<file path="config.mk">
export PLATFORM = sky130hd
export DESIGN_NAME = qte_cordic_cell
export DESIGN_NICKNAME = d
export VERILOG_FILES = /design/src/qte_pkg.sv /design/src/qte_cordic_cell.sv
export SDC_FILE = /design/constraint.sdc
export NUM_CORES = 1
export LEC_CHECK = 0
export BUFFER_PORTS_ARGS = -buffer_cell sky130_fd_sc_hd__buf_2
export CORE_MARGIN = 1.5
export CORE_UTILIZATION = 50
export CTS_CLUSTER_DIAMETER = 80
export DETAILED_ROUTE_END_ITERATION = 12
export PLACE_DENSITY = 0.74
export SETUP_SLACK_MARGIN = 0.5
export SLEW_MARGIN = 20
export SYNTH_ARGS = -nofsm -noshare
export SYNTH_HDL_FRONTEND = slang
export SYNTH_SLANG_ARGS = --single-unit
</file>
<file path="constraint.sdc">
create_clock -name aclk -period 9.6 [get_ports aclk]
set_input_delay 1.44 -clock aclk [delete_from_list [all_inputs] [get_ports aclk]]
set_output_delay 1.44 -clock aclk [all_outputs]
set_load 0.005 [all_outputs]
</file>
<file path="src/qte_pkg.sv">
// Shared types and constants for the quaternion to Euler angle converter.
`default_nettype none

package qte_pkg;

    // Number of root bits produced by the square root chain, one per cell.
    localparam int ISQRT_STEPS = 31;

    // Vector and angle widths inside the CORDIC cells (angles scaled 2^-30 rad).
    localparam int VEC_W = 37;
    localparam int ANG_W = 34;

    localparam logic signed [ANG_W-1:0] ANG_PI_HALF = 34'sd1686629713;
    localparam logic signed [32:0]      TEST_LIMIT  = 33'sd535822336;
    localparam logic signed [18:0]      PITCH_LIM   = 19'sd12868;
    localparam logic signed [18:0]      YAW_LIM     = 19'sd25736;
    localparam logic signed [18:0]      ROLL_LIM    = 19'sd6434;
    localparam logic signed [18:0]      Q12_HALF_PI = 19'sd6434;

    // One vector travelling through the CORDIC chain.
    typedef struct packed {
        logic signed [VEC_W-1:0] xv;
        logic signed [VEC_W-1:0] yv;
        logic signed [ANG_W-1:0] ang;
        logic                    zero;
    } cord_t;

    // Partial state of the digit-by-digit square root.
    typedef struct packed {
        logic [60:0] rem;
        logic [60:0] root;
    } sqrt_t;

    // Operands that ride alongside the square root chain.
    typedef struct packed {
        logic signed [VEC_W-1:0] yaw_x;
        logic signed [VEC_W-1:0] yaw_y;
        logic signed [VEC_W-1:0] pitch_x;
        logic signed [VEC_W-1:0] pitch_y;
        logic signed [VEC_W-1:0] roll_y;
        logic                    pole;
        logic                    pos;
    } side_t;

    // Pole flag and sign of test, carried along the CORDIC chain.
    typedef struct packed {
        logic pole;
        logic pos;
    } flag_t;

endpackage

`default_nettype wire

</file>
<file path="src/qte_cordic_cell.sv">
// One vectoring CORDIC cell: a single micro-rotation per cycle while en is high.
`default_nettype none

module qte_cordic_cell #(
    parameter int STAGE = 0
) (
    input  wire logic           aclk,
    input  wire logic           en,
    input  wire qte_pkg::cord_t d,
    output qte_pkg::cord_t      q
);
    import qte_pkg::*;

    // Arctangent of 2^-i scaled 2^30, rounded to nearest.
    function automatic logic signed [ANG_W-1:0] atan_entry(input int i);
        logic signed [ANG_W-1:0] r;
        case (i)
            0:  r = 34'sd843314857;
            1:  r = 34'sd497837829;
            2:  r = 34'sd263043837;
            3:  r = 34'sd133525159;
            4:  r = 34'sd67021687;
            5:  r = 34'sd33543516;
            6:  r = 34'sd16775851;
            7:  r = 34'sd8388437;
            8:  r = 34'sd4194283;
            9:  r = 34'sd2097149;
            10: r = 34'sd1048576;
            11: r = 34'sd524288;
            12: r = 34'sd262144;
            13: r = 34'sd131072;
            14: r = 34'sd65536;
            15: r = 34'sd32768;
            16: r = 34'sd16384;
            17: r = 34'sd8192;
            18: r = 34'sd4096;
            19: r = 34'sd2048;
            20: r = 34'sd1024;
            21: r = 34'sd512;
            22: r = 34'sd256;
            23: r = 34'sd128;
            24: r = 34'sd64;
            25: r = 34'sd32;
            26: r = 34'sd16;
            27: r = 34'sd8;
            28: r = 34'sd4;
            29: r = 34'sd2;
            30: r = 34'sd1;
            default: r = 34'sd0;
        endcase
        return r;
    endfunction

    localparam logic signed [ANG_W-1:0] ATAN = atan_entry(STAGE);

    cord_t                   q_reg;
    cord_t                   q_next;
    logic signed [VEC_W-1:0] xin;
    logic signed [VEC_W-1:0] yin;
    logic signed [ANG_W-1:0] ain;
    logic signed [VEC_W-1:0] xsh;
    logic signed [VEC_W-1:0] ysh;

    // Rotate toward the x axis according to the sign of y.
    always_comb begin
        xin    = d.xv;
        yin    = d.yv;
        ain    = d.ang;
        xsh    = xin >>> STAGE;
        ysh    = yin >>> STAGE;
        q_next = d;
        if (yin > 0) begin
            q_next.xv  = xin + ysh;
            q_next.yv  = yin - xsh;
            q_next.ang = ain + ATAN;
        end else begin
            q_next.xv  = xin - ysh;
            q_next.yv  = yin + xsh;
            q_next.ang = ain - ATAN;
        end
    end

    always_ff @(posedge aclk) begin
        if (en) begin
            q_reg <= q_next;
        end
    end

    assign q = q_reg;

endmodule

`default_nettype wire

</file>
==> key figures <==
Floorplanning
  – Starting Density: between 50% and 60%
  – Top Ports: 220
  – Die area: between 20,000 and 25,000 µm²
  – Std-Cell Core Area: between 20,000 and 25,000 µm²
  – Vertical die dimension: ~150 µm
  – Width of the die: between 150 and 200 µm
  – Row count: 53

Finish
  – Number of filler cells placed in the layout: 1,934
  – Count of non-filler cells in the finished layout: between 1,500 and 2,000
  – Fraction of layout cells with a size suffix above 1: between 10% and 20%
  – Utilization of the core after routing: between 50% and 60%
  – Max reg flops: about 110
  – Area Overhead vs Synth: 14.72%
  – Net count reported at finish: 1,687

Setup path
  – Data arrival at the endpoint of the critical path: between 6 and 7 ns
  – Slowest library cell on the worst path: sky130_fd_sc_hd__nor4_1
  – Crit path capture type: flip-flop
  – Top delay family on crit path: compound AO/OA/AOI/OAI gates
  – Element type at the critical path start: primary input
  – Worst path required time: about 10 ns
  – Buffers plus inverters on the worst setup path: 2
  – Largest driver fanout on the critical path: 82
  – Slowest Stage Delay on Critical Path: approximately 1.1 ns
  – Critical path startpoint: d[59]
  – Critical path class: primary input to flip-flop
  – Series of cell instances along the critical path: buf_2, nor4_1, a41o_2, buf_4, ha_1, o21ai_0, o21ai_0, o211ai_1, a31oi_1, a221oi_1, o21a_1, o31ai_1, nand2_1, a31oi_1, xnor2_1

CTS
  – Clock tree root buffer cell: sky130_fd_sc_hd__clkbuf_16
  – CTS tree: done
  – Hold_buf cts: 0
  – Clock sink total: 108
  – CTS buffer count: 9
  – Max Buffers Root-to-Sink: 2
  – Clock transition at the register clock pins on the worst setup and hold paths after CTS: approximately 0.08 ns
  – CTS HTree Levels: 3
  – Postcts setup bufs: 0
  – CTS resizes: 0

Routing
  – Detailed-route wire length per cell: ~19 µm
  – Vias per Instance: between 6 and 7
  – Total detailed-routing wirelength: about 32,000 µm
  – Residual DRC: 0
  – Via count: just over 10,000
  – Number of design-rule violations left by the first detailed-router iteration: about 1,000
  – Number of antenna-violating nets in the routed design: 0
  – Detailed-routing iteration count for the pre-antenna-repair pass: 6

Job
  – Max_cap viols: 0

Power
  – Standby leakage power: ~5.6 nW
  – VDD IR max: around 0.11 mV
  – Areal power density over the cells: between 100 and 150 nW/µm²

Global route
  – First-pass GRT wire length: ~50,000 µm
  – GRT Residual Overflow: 0
  – Vias in the first global route: about 9,300
  – Number of antenna violations at the first check in global routing: 2
  – Largest net degree at the start of global routing: a little over 90
  – Overall routing resource usage: around 28%

Status
  – Run status: completed

Timing
  – Worst slew slack as a fraction of its limit: 14.71%
  – Final worst setup slack: between 3 and 4 ns
  – Setup repair after global routing missed its margin: false
  – Least-Margin Pin Slew: roughly 1.3 ns
  – Timing-limited maximum frequency: 0.1624 GHz
  – Final slew viol count: 0
  – Post-layout min period: slightly above 6 ns
  – Fin crit share: ~64%
  – Number of hold violations in the final report: 0
  – Accumulated negative setup slack: 0 ns
  – Number of setup violations in the final report: 0

Synth
  – Commonest cells post-synth: sky130_fd_sc_hd__a21oi_1, sky130_fd_sc_hd__ha_1, sky130_fd_sc_hd__inv_1, sky130_fd_sc_hd__edfxtp_1, sky130_fd_sc_hd__nor2_1
  – Yosys top cell by area: sky130_fd_sc_hd__edfxtp_1
  – Syn nets: ~1,500
  – Largest cells by area after synthesis: sky130_fd_sc_hd__edfxtp_1, sky130_fd_sc_hd__ha_1, sky130_fd_sc_hd__a21oi_1, sky130_fd_sc_hd__xnor2_1, sky130_fd_sc_hd__inv_1
  – Top-count cell post-synth: sky130_fd_sc_hd__a21oi_1
  – Share of flip-flops with an asynchronous set or reset after synthesis: 0%
  – Warnings from Yosys: 0
  – Top FF cell, synth: sky130_fd_sc_hd__edfxtp_1
  – Synth Instances: 1,250
  – Post-synth top area share: between 20% and 30%
  – Netlist area before placement: between 10,000 and 15,000 µm²
  – Distinct cell type count of the synthesized netlist: 65
  – Syn Area/Cell: approximately 8.7 µm²
  – Number of enable-type register cells in the synthesized netlist: 108
  – Proportion of synthesized chip area in sequential cells: roughly 30%
  – Seq cells post-synth: around 110

Worst hold path
  – Beginning of the worst hold path: d[0]
  – Class of the worst hold path: primary input to flip-flop

Placement
  – Worst Setup Slack post-DPL: roughly 3.3 ns
  – Number of placed instances with taps included: around 1,700
  – HPWL Detailed: ~25,000 µm
  – Final weighted congestion of routability-driven global placement: around 0.99
  – Input/output buffers: 219
kinds of logic after synthesis:
| logic type | share of synthesized area [%] |
|---|---|
| xor+xnor | 7.970 |
| mux | 1.104 |
| compound gates | 26.39 |
| buf+inv | 5.969 |
| simple gates | 11.91 |
| fa+ha+maj | 16.84 |
| flops | 29.81 |
placed cells by master, fill, tap and decap left out, types with 5 or more instances in the layout:
cell type,Yosys,routed
sky130_fd_sc_hd__a211oi_1,14,14
sky130_fd_sc_hd__nand2_1,47,47
sky130_fd_sc_hd__xor2_1,19,19
sky130_fd_sc_hd__ha_1,140,140
sky130_fd_sc_hd__a21boi_0,5,5
sky130_fd_sc_hd__nand2b_1,10,10
sky130_fd_sc_hd__buf_2,3,218
sky130_fd_sc_hd__inv_1,116,116
sky130_fd_sc_hd__edfxtp_1,108,108
sky130_fd_sc_hd__a31oi_1,15,15
sky130_fd_sc_hd__nand3_1,15,15
sky130_fd_sc_hd__nor3_1,30,30
sky130_fd_sc_hd__xnor2_1,80,80
sky130_fd_sc_hd__nor2b_1,17,17
sky130_fd_sc_hd__o211ai_1,10,10
sky130_fd_sc_hd__o21a_1,13,13
sky130_fd_sc_hd__nor2_1,93,93
sky130_fd_sc_hd__clkbuf_16,0,9
sky130_fd_sc_hd__o31ai_1,16,16
sky130_fd_sc_hd__or3_1,17,17
sky130_fd_sc_hd__nor4_1,11,11
sky130_fd_sc_hd__o21bai_1,28,28
sky130_fd_sc_hd__a221oi_1,8,8
sky130_fd_sc_hd__mux2i_1,12,12
sky130_fd_sc_hd__o31a_1,5,5
sky130_fd_sc_hd__nand4_1,12,12
sky130_fd_sc_hd__a21oi_1,149,149
sky130_fd_sc_hd__a21o_1,50,50
sky130_fd_sc_hd__o21ai_0,86,86
power breakdown:
group / leakage (nW) / internal [mW] / switching [mW] / total [mW]
Combinational: 4.43 / 0.271 / 0.399 / 0.670
Clock: 0.155 / 0.231 / 0.191 / 0.423
Sequential: 1.06 / 0.626 / 0.0214 / 0.648
final timing paths:
kind	end	cells after the start
worst max-delay path	q[34]	15
worst min-delay path	q[0]	1
stage by stage:
stage / power, mW / hold WS, ns / instance area (µm²)
after detailed placement: 1.316 / 1.619 / 12150
after floorplan: 1.073 / 1.539 / 10880
after global placement: 1.307 / 1.618 / 12150
after CTS: 1.740 / 1.240 / 12470
after global routing: 1.832 / 1.237 / 12480
final: 1.740 / 1.250 / 12480
per-layer routing:
layer | wire, µm | vias up | track usage (%)
met5 | 13 | - | 0
met4 | 1133 | 2 | 10.98
met3 | 2802 | 68 | 3.424
met2 | 14610 | 555 | 44.82
met1 | 13640 | 4795 | 38.05
li1 | - | 4920 | -
layout make-up:
type / instances / area, µm² / share of cell area (%)
multi-input combinational: 971 / 6988 / 55.99
sequential: 108 / 3243 / 25.99
timing repair buffer: 222 / 1125 / 9.013
inverter: 120 / 450.4 / 3.609
tap: 275 / 344.1 / 2.757
clock buffer: 9 / 225.2 / 1.805
clock inverter: 7 / 100.1 / 0.8020
antenna: 2 / 5.005 / 0.04010
No activity file was read; power rests on OpenSTA's default activity.
