===== src/qte_pkg.sv =====
// Shared types and constants for the quaternion to Euler angle converter.
`default_nettype none

package qte_pkg;

    // Number of root bits produced by the square root chain, one per cell.
    localparam int ISQRT_STEPS = 31;

    // Vector and angle widths inside the CORDIC cells (angles scaled 2^-30 rad).
    localparam int VEC_W = 37;
    localparam int ANG_W = 34;

    localparam logic signed [ANG_W-1:0] ANG_PI_HALF = 34'sd1686629713;
    localparam logic signed [32:0]      TEST_LIMIT  = 33'sd535822336;
    localparam logic signed [18:0]      PITCH_LIM   = 19'sd12868;
    localparam logic signed [18:0]      YAW_LIM     = 19'sd25736;
    localparam logic signed [18:0]      ROLL_LIM    = 19'sd6434;
    localparam logic signed [18:0]      Q12_HALF_PI = 19'sd6434;

    // One vector travelling through the CORDIC chain.
    typedef struct packed {
        logic signed [VEC_W-1:0] xv;
        logic signed [VEC_W-1:0] yv;
        logic signed [ANG_W-1:0] ang;
        logic                    zero;
    } cord_t;

    // Partial state of the digit-by-digit square root.
    typedef struct packed {
        logic [60:0] rem;
        logic [60:0] root;
    } sqrt_t;

    // Operands that ride alongside the square root chain.
    typedef struct packed {
        logic signed [VEC_W-1:0] yaw_x;
        logic signed [VEC_W-1:0] yaw_y;
        logic signed [VEC_W-1:0] pitch_x;
        logic signed [VEC_W-1:0] pitch_y;
        logic signed [VEC_W-1:0] roll_y;
        logic                    pole;
        logic                    pos;
    } side_t;

    // Pole flag and sign of test, carried along the CORDIC chain.
    typedef struct packed {
        logic pole;
        logic pos;
    } flag_t;

endpackage

`default_nettype wire


===== src/qte_isqrt_cell.sv =====
// One cell of the square root chain: resolves one root bit per cycle while en is high.
`default_nettype none

module qte_isqrt_cell #(
    parameter int STEP = 0
) (
    input  wire logic           aclk,
    input  wire logic           en,
    input  wire qte_pkg::sqrt_t d,
    output qte_pkg::sqrt_t      q
);
    import qte_pkg::*;

    localparam logic [60:0] BIT = 61'(1) << (2 * STEP);

    sqrt_t       q_reg;
    sqrt_t       q_next;
    logic [60:0] trial;

    // Restoring step: subtract the trial value when it fits.
    always_comb begin
        trial  = d.root + BIT;
        q_next = d;
        if (d.rem >= trial) begin
            q_next.rem  = d.rem - trial;
            q_next.root = (d.root >> 1) + BIT;
        end else begin
            q_next.root = d.root >> 1;
        end
    end

    always_ff @(posedge aclk) begin
        if (en) begin
            q_reg <= q_next;
        end
    end

    assign q = q_reg;

endmodule

`default_nettype wire


===== config.mk =====
export PLATFORM = sky130hd
export DESIGN_NAME = qte_isqrt_cell
export DESIGN_NICKNAME = d
export VERILOG_FILES = /design/src/qte_pkg.sv /design/src/qte_isqrt_cell.sv
export SDC_FILE = /design/constraint.sdc
export NUM_CORES = 1
export LEC_CHECK = 0
export BUFFER_PORTS_ARGS = -buffer_cell sky130_fd_sc_hd__buf_4
export CAP_MARGIN = 5
export CORE_MARGIN = 5
export CORE_UTILIZATION = 50
export DETAILED_ROUTE_END_ITERATION = 12
export PLACE_DENSITY = 0.85
export SLEW_MARGIN = 20
export SYNTH_ARGS = -nofsm -noshare
export SYNTH_HDL_FRONTEND = slang
export SYNTH_SLANG_ARGS = --single-unit

===== constraint.sdc =====
create_clock -name aclk -period 7.2 [get_ports aclk]
set_input_delay 0.72 -clock aclk [delete_from_list [all_inputs] [get_ports aclk]]
set_output_delay 0.72 -clock aclk [all_outputs]
set_load 0.005 [all_outputs]

==> flow_summary.yaml, run 1 <==
route:
  detail_route.vias_per_cell: 6.078
  drt_first_iter_violations: 906
  wire_per_inst_um: 21.48
  detail-route-antenna-nets: 0
  detail_route.drc_violations: 0
  dr.pass1.iters: 6
  num_vias: 10151
  drt_wl_total_um: 35870
sta:
  worst_slew_pin_slew_ns: 0.9716
  relSlewSlack_pct: 35.04
  timing.setup.tns_ns: 0
  layout_min_cycle_time_ns: 5.709
  fmax_mhz: 175.2
  setup_violations: 0
  fin_crit_sh_pct: 79.29
  final_critical_path_setup_slack_ns: 1.491
  setup_repair_after_global_routing_missed_its_margin: "no"
  timing_max_transition_violations_final: 0
  hold_viol: 0
grt:
  globalRouteMet2Util_pct: 46.31
  grt.total_usage_pct: 28.81
  grt_first_pass_wirelength_um: 54890
  first_global_vias: 9844
  antenna_found_initial: 1
  grt_max_usage_layer: "met2"
  groute.layer.met3.usage_pct: 5.825
  grt_start_max_net_pins: 91
  globalRouteOverflowTotal: 0
  groute.layer.met1.usage_pct: 38.31
cells_and_area:
  share_of_layout_cells_above_drive_strength_1_pct: 24.16
  max_ffs_per_register: 122
  n_antenna_cell: 0
  design.final.nets: 1571
  flow.area_growth_from_synthesis_pct: 23.53
  finalInstanceArea_um2: 13150
synthesis:
  post_synth_mux_area_share_pct: 0.3175
  synth_enable_flop_cells: 122
  synth_compound_area_share_pct: 16.77
  post_synth_num_cell_types: 72
  syn_inst: 1184
  ys_seq_area_share_pct: 34.43
  synth_top_family_by_area: "simple AND/OR/NAND/NOR gates"
  post_synth_and_or_nand_nor_area_fraction_pct: 22.27
  synth_commonest_cells: "nand2_1 (139), edfxtp_1 (122), xor2_1 (105)"
  ys_top_cells_by_area: "edfxtp_1 (34%), xor2_1 (8.6%), ha_1 (7.4%), xnor2_1 (5.8%), nand2_1 (4.9%)"
  post_synth_instance_area_um2: 10640
  synthAdderAreaFrac_pct: 7.596
  synth-seq-cells: 122
  syn_nets: 1372
  area_share_of_the_leading_cell_type_in_the_synthesized_netlist_pct: 34.43
  yosysMostFrequentCell: "nand2_1"
  yosys.area_share.xor_xnor_pct: 14.40
  post_synth.cell_area_avg_um2: 8.988
  postSynth.topFlopCell: "edfxtp_1"
  ys_async_sr_fraction_pct: 0
  synth_top_area_cell: "edfxtp_1"
  yosysWarningCount: 0
power:
  pwr_density_cell_nw_per_um2: 197.4
  seq_power_share_pct: 35.2
  power.net_switching_uw: 777.0
  p_leak_nw: 5.353
  combPwrFrac_pct: 28.4
  power_frac_clock_pct: 36.3
  max-vdd-ir-drop_mv: 0.1540
  cell_internal_pwr_mw: 1.818
  power.share.switching_pct: 29.94
  total_power_mw: 2.595
floorplanning:
  initial_cell_density_of_the_core_pct: 50.62
  die_width_um: 155.9
  total_die_area_um2: 24300
  chipHeight_um: 155.9
  ioPinCount: 246
  floorplan.core_area_um2: 21020
  rows: 53
clock_tree:
  post_cts_resize_count: 0
  master_cell_of_the_clock_root_buffer: "clkbuf_16"
  clock_tree_from_tritoncts: "yes"
  cts_buffer_depth: 2
  holdBufCountCts: 0
  cts_post_setup_buffers_inserted: 0
  clkSlewWorstSetupHoldPaths_ns: 0.06
  cts.sinks: 122
  clock_tree.htree_level_count: 4
  number_of_buffers_created_by_cts: 17
outcome:
  status: "finished, final reports clean"
job:
  maxCapViolCount: 0
setup_path:
  criticalPathCategory: "input pin to flip-flop"
  cell_mode_on_critical_path: "a21o_1"
  worstPathArrival_ns: 5.88
  crit_path_top_delay_cell: "a41oi_4"
  critPathCaptureType: "flip-flop"
  required_ns: 7.37
  cp_max_fo: 90
  kind_of_cell_adding_the_most_delay_to_the_critical_path: "simple AND/OR/NAND/NOR gates"
  critical_path.cell_chain: "buf_4, and3_2, and3_1, and2_4, and4_4, nand4_2, or2_1, nand2b_4, nor3_4, nand4_1, xor2_1, ha_1, a21o_1, a21o_1, a21o_1, a21o_1, a21o_1, a21oi_1, o21ai_0, a41oi_4, buf_12, mux2_2"
  critPathMaxStageDelay_ns: 0.48
  timing.critical_path.from_type: "input pin"
  worst-path-buf-inv: 2
placed_design:
  finalWeightedCongestion: 1.034
  placedInstanceArea_um2: 12520
  place_worst_setup_slack_ns: 1.213
  hpwl_um: 28340
  io_buffer_count: 245
hold_path:
  hp-class: "input pin to flip-flop"
==> power by group through the flow <==
stage / combinational [mW] / clock [mW] / sequential, mW
6_report: 0.738 / 0.943 / 0.914
5_1_grt: 0.801 / 0.984 / 0.921
3_3_place_gp: 0.721 / 0 / 0.926
3_5_place_dp: 0.725 / 0 / 0.927
2_1_floorplan: 0.411 / 0 / 0.928
4_1_cts: 0.730 / 0.948 / 0.915
==> per-stage QoR <==
step	instances	util, %	hold slack [ns]
6_report	1670	62.53	0.5797
5_1_grt	1670	62.53	0.5864
4_1_cts	1670	62.53	0.5740
3_5_place_dp	1639	59.54	1.014
3_3_place_gp	1639	59.54	1.011
2_1_floorplan	1184	-	0.8325
==> final cells by class <==
| class | instances | area (um2) |
|---|---|---|
| Clock buffer | 17 | 425.4 |
| Inverter | 22 | 82.58 |
| Tap cell | 275 | 344.1 |
| Sequential cell | 122 | 3664 |
| Clock inverter | 14 | 203.9 |
| Timing Repair Buffer | 251 | 1897 |
| Multi-Input combinational cell | 969 | 6529 |
| Fill cell | 1816 | 7876 |
==> final timing paths <==
kind,from,end,slack (ns),cells after the start
min,d[63],q[63],0.58,3
max,d[3],q[84],1.49,22
==> metal layers <==
layer / routed length (um) / up-vias
li1: - / 4717
met1: 14220 / 4749
met2: 16600 / 592
met3: 3645 / 91
met4: 1389 / 2
met5: 13 / -
==> worst min-delay path: cells and delay by family <==
| family | cells | cell delay (ns) |
|---|---|---|
| compound gates | 1 | 0.05 |
| simple gates | 1 | 0.04 |
| buf+inv | 1 | 0.08 |
==> cells in the final DEF (no fill, tap or decap), drive strengths merged, types with 4 or more instances in the layout <==
cell type	synthesis	final
xor2	105	105
nand4	51	51
edfxtp	122	122
a21oi	72	72
ha	63	63
clkbuf	37	17
o21a	5	5
clkinv	0	6
a21boi	7	7
or3	6	6
buf	34	251
nand2b	10	10
bufinv	0	5
o21ai	98	98
nand3	39	39
and4	9	9
nor3b	7	7
nor2	86	86
a211oi	12	12
and2	8	8
or2	5	5
a21o	40	40
nor4	16	16
o21bai	9	9
xnor2	70	70
o31ai	7	7
nand2	139	139
a31oi	8	8
and3	26	26
nor3	34	34
inv	22	22
a221oi	4	4
==> logic make-up (layout without fill, tap and decap cells) <==
kind of cell	after synthesis	after routing
fa+ha+maj	64	64
compound gates	280	280
simple gates	447	447
mux	3	3
buf+inv	93	304
xor+xnor	175	175
flops	122	122
(Power assumes the default switching activity.)
==> run 2: changes to the inputs <==
PLACE_DENSITY = 0.88   (was 0.85)
clock period = 4.6 ns   (was 7.2 ns; I/O delays follow)
==> flow_summary.yaml, run 2 (synthesized netlist as in run 1, its figures left out) <==
sta:
  hold_viol: 0
  fin_hold_ws_ns: 0.3268
  fin_crit_sh_pct: 98.66
  fmax_mhz: 220.3
  timing_max_transition_violations_final: 0
  layout_min_cycle_time_ns: 4.539
  setup_violations: 0
  setup_repair_after_global_routing_missed_its_margin: "yes"
  relSlewSlack_pct: 23.59
  worst_slew_pin_slew_ns: 1.143
cells_and_area:
  share_of_layout_cells_above_drive_strength_1_pct: 36.64
  n_antenna_cell: 0
  layout_commonest_cell: "buf_4"
  max_ffs_per_register: 122
  commonest_non_fill_non_tap_cells_in_the_layout: "buf_4 (478), nand2_1 (138), edfxtp_1 (122)"
  flow.area_growth_from_synthesis_pct: 43.26
  design.final.nets: 1811
  num-fill-cells: 1513
grt:
  antenna_found_initial: 1
  grt.total_usage_pct: 32.00
  first_global_vias: 10979
  globalRouteOverflowTotal: 0
  grt_start_max_net_pins: 123
  grt_first_pass_wirelength_um: 60310
clock_tree:
  cts_buffer_depth: 2
  clkSlewWorstSetupHoldPaths_ns: 0.06
  clock_tree.htree_level_count: 4
  clock_tree_from_tritoncts: "yes"
  number_of_buffers_created_by_cts: 17
  master_cell_of_the_clock_root_buffer: "clkbuf_16"
  cts.sinks: 122
route:
  drt_wl_total_um: 41800
  dr.pass1.iters: 6
  detail-route-antenna-nets: 0
  detail_route.drc_violations: 0
  drt_first_iter_violations: 1075
  num_vias: 11439
  wire_per_inst_um: 21.88
  detail_route.vias_per_cell: 5.989
placed_design:
  finalWeightedCongestion: 1.040
  io_buffer_count: 245
  hpwl_um: 32580
setup_path:
  worstPathArrival_ns: 4.71
  criticalPathCategory: "input pin to flip-flop"
  required_ns: 4.77
  timing.critical_path.from_type: "input pin"
  cp-startpoint: "d[4]"
  cp_max_fo: 6
  crit_end: "q[120]"
  critPathCaptureType: "flip-flop"
floorplanning:
  ioPinCount: 246
  die_width_um: 155.9
  total_die_area_um2: 24300
  rows: 53
  initial_cell_density_of_the_core_pct: 50.62
  floorplan.core_area_um2: 21020
  chipHeight_um: 155.9
outcome:
  status: "finished, final reports clean"
power:
  total_power_mw: 4.268
  max-vdd-ir-drop_mv: 0.2248
  pwr_density_cell_nw_per_um2: 280.0
  p_leak_nw: 6.612
hold_path:
  hp-class: "input pin to flip-flop"
job:
  maxCapViolCount: 0
run 2: through the flow:
step / worst slack (ns) / TNS, ns / util, % / instance area (um2) / instances
after floorplan: -0.02409 / -0.05543 / - / 10680 / 1184
after global placement: -0.3440 / -25.48 / 68.10 / 14320 / 1865
after detailed placement: -0.4227 / -39.14 / 68.10 / 14320 / 1865
after CTS: 0.009337 / 0 / 70.80 / 14880 / 1896
after global routing: -0.02667 / -0.06736 / 72.52 / 15240 / 1910
final: 0.06149 / 0 / 72.52 / 15240 / 1910
run 2: power by group:
part | switching, mW | internal [mW] | leakage [nW]
sequential | 0.0487 | 1.38 | 1.19
combinational | 0.755 | 0.716 | 5.14
clock | 0.523 | 0.842 | 0.278
run 2: final cells by class:
class	count	area, um2	share of cell area, %
clock buffer	21	440.4	2.889
clock inverter	10	126.4	0.8290
inverter	22	82.58	0.5417
multi-input combinational	970	6734	44.17
sequential	122	3664	24.03
tap	275	344.1	2.257
timing repair buffer	490	3854	25.28
run 2: worst max-delay path, cell delays in order:
cell and delay [ns]:
buf_4 0.09, and3_4 0.18, and3_1 0.17, buf_4 0.15, and4_1 0.30, nand3_1 0.20
nor2_1 0.22, xnor2_1 0.19, ha_1 0.31, a21o_1 0.19, o21bai_1 0.17, a211oi_1 0.27
a211oi_1 0.16, a311oi_2 0.52, o21ai_2 0.13, a311o_1 0.40, a31oi_1 0.19, buf_4 0.15
xor2_1 0.15, o21ai_0 0.10
run 2: worst min path at each step:
| stage | start | end | slack, ns | cells after the start |
|---|---|---|---|---|
| 2_1_floorplan | en | q[0] | 0.57 | 0 |
| 3_3_place_gp | d[61] | q[61] | 0.75 | 3 |
| 3_5_place_dp | d[104] | q[104] | 0.76 | 3 |
| 4_1_cts | d[104] | q[104] | 0.32 | 3 |
| 5_1_grt | d[68] | q[68] | 0.32 | 3 |
| 6_report | d[68] | q[68] | 0.33 | 3 |
run 2: routing by layer:
layer / up-vias / GRT usage (%) / wire, um
li1: 5220 / - / -
met1: 5296 / 40.42 / 15590
met2: 780 / 52.23 / 19500
met3: 143 / 7.822 / 4772
met4: 0 / 13.96 / 1943
met5: - / 0 / 0
run 2: what timing repair did:
item / CTS / global route
endpoints found under the setup margin: 0 / 122
buffers inserted: 0 / 8
resized for setup: 0 / 31
hold buffers: 0 / 0
==> run 3: changes to the inputs <==
CELL_PAD_IN_SITES_DETAIL_PLACEMENT = 1   (was default)
CELL_PAD_IN_SITES_GLOBAL_PLACEMENT = 2   (was default)
CORE_UTILIZATION = 30   (was 50)
==> flow_summary.yaml, run 3 (synthesized netlist as in run 1, its figures left out) <==
clock_tree:
  master_cell_of_the_clock_root_buffer: "clkbuf_16"
  cts_buffer_depth: 2
  cts.sinks: 122
  number_of_buffers_created_by_cts: 17
  clock_tree_from_tritoncts: "yes"
  clock_tree.htree_level_count: 4
  clkSlewWorstSetupHoldPaths_ns: 0.07
setup_path:
  worstPathArrival_ns: 4.88
  cp_max_fo: 8
  cell_mode_on_critical_path: "buf_4"
  timing.critical_path.from_type: "input pin"
  critPathMaxStageDelay_ns: 0.44
  crit_path_top_delay_cell: "or3_1"
  required_ns: 4.89
  critPathCaptureType: "flip-flop"
  critical_path.cell_chain: "buf_8, and3_4, and3_4, and2_4, and4_4, nand4_4, or2_4, nand2b_4, buf_4, nor3_4, xnor2_2, ha_2, nand4_1, or3_1, nor3_2, o21ai_1, nand3_2, a41oi_4, buf_12, buf_6, buf_4, nor4_1, buf_4, xor2_1"
  criticalPathCategory: "input pin to flip-flop"
cells_and_area:
  flow.area_growth_from_synthesis_pct: 53.92
  layout_commonest_cell: "buf_4"
  commonest_non_fill_non_tap_cells_in_the_layout: "buf_4 (563), nand2_1 (139), edfxtp_1 (122)"
  max_ffs_per_register: 122
  design.final.nets: 1909
  share_of_layout_cells_above_drive_strength_1_pct: 40.77
power:
  pwr_density_cell_nw_per_um2: 275.2
  p_leak_nw: 7.158
  max-vdd-ir-drop_mv: 0.2549
  total_power_mw: 4.507
sta:
  setup_violations: 0
  timing.setup.tns_ns: 0
  fin_hold_ws_ns: 0.3066
  setup_repair_after_global_routing_missed_its_margin: "yes"
  fmax_mhz: 217.9
  relSlewSlack_pct: 29.16
  timing_max_transition_violations_final: 0
  fin_crit_sh_pct: 99.79
  layout_min_cycle_time_ns: 4.590
  hold_viol: 0
  worst_slew_pin_slew_ns: 1.060
route:
  drt_wl_total_um: 48510
  detail_route.vias_per_cell: 5.238
  dr.pass1.iters: 5
  detail-route-antenna-nets: 0
  num_vias: 11502
  drt_first_iter_violations: 678
  detail_route.drc_violations: 0
  wire_per_inst_um: 22.09
grt:
  grt_first_pass_wirelength_um: 70360
  first_global_vias: 12046
  grt.total_usage_pct: 23.38
  antenna_found_initial: 1
  grt_start_max_net_pins: 123
  globalRouteOverflowTotal: 0
placed_design:
  io_buffer_count: 245
  finalWeightedCongestion: 0.9746
  hpwl_um: 39220
floorplanning:
  rows: 69
  floorplan.core_area_um2: 35310
  die_width_um: 198.3
  initial_cell_density_of_the_core_pct: 30.14
  ioPinCount: 246
  chipHeight_um: 198.3
  total_die_area_um2: 39340
outcome:
  status: "finished, final reports clean"
job:
  maxCapViolCount: 0
hold_path:
  hp-class: "input pin to flip-flop"
-- run 3: worst max-delay path, delay by kind of cell --
family / cells / cell delay [ns]
XOR/XNOR: 2 / 0.25
AND/OR/NAND/NOR: 13 / 2.65
buffers and inverters: 6 / 0.83
adder cells (fa/ha/maj): 1 / 0.36
AO/OA/AOI/OAI: 2 / 0.30
-- run 3: repair_timing --
action | CTS | global route
setup buffers | 0 | 16
pin swaps | 1 | 18
gates cloned | 0 | 5
endpoints found under the hold margin | 0 | 0
endpoints found under the setup margin | 6 | 111
resized for setup | 1 | 59
hold buffers | 0 | 0
-- run 3: metal layers --
layer	track usage (%)	vias up	routed length, um
met4	7.447	0	1404
met1	30.94	5679	20950
met5	0	-	0
met2	39.47	349	23420
met3	3.403	64	2734
li1	-	5410	-
-- run 3: through the flow --
stage / worst slack, ns / std cells / cell area (um2) / util (%)
after floorplan: -0.02409 / 1184 / 10680 / -
after global placement: -0.4299 / 2143 / 15250 / 43.19
after detailed placement: -0.5284 / 2143 / 15250 / 43.19
after CTS: 0.02012 / 2174 / 15880 / 44.96
after global routing: -0.09044 / 2196 / 16380 / 46.39
final: 0.009824 / 2196 / 16380 / 46.39
-- run 3: path summary, 6_finish.rpt --
| kind | slack [ns] | to | cells after the start | startpoint |
|---|---|---|---|---|
| worst max-delay path | 0.01 | q[36] | 24 | d[4] |
| worst min-delay path | 0.31 | q[69] | 3 | d[69] |
-- run 3: area by class of cell --
class / count / area, um2
Timing Repair Buffer: 589 / 4712
Tap cell: 461 / 576.8
Clock buffer: 18 / 429.2
Antenna cell: 1 / 2.502
Multi-Input combinational cell: 969 / 6716
Clock inverter: 14 / 196.4
Sequential cell: 122 / 3664
Fill cell: 4134 / 18930
Inverter: 22 / 82.58
-- run 3: power by group --
part	total (mW)	internal (mW)	switching (mW)
Clock	1.50	0.909	0.586
Combinational	1.58	0.789	0.787
Sequential	1.44	1.38	0.0524
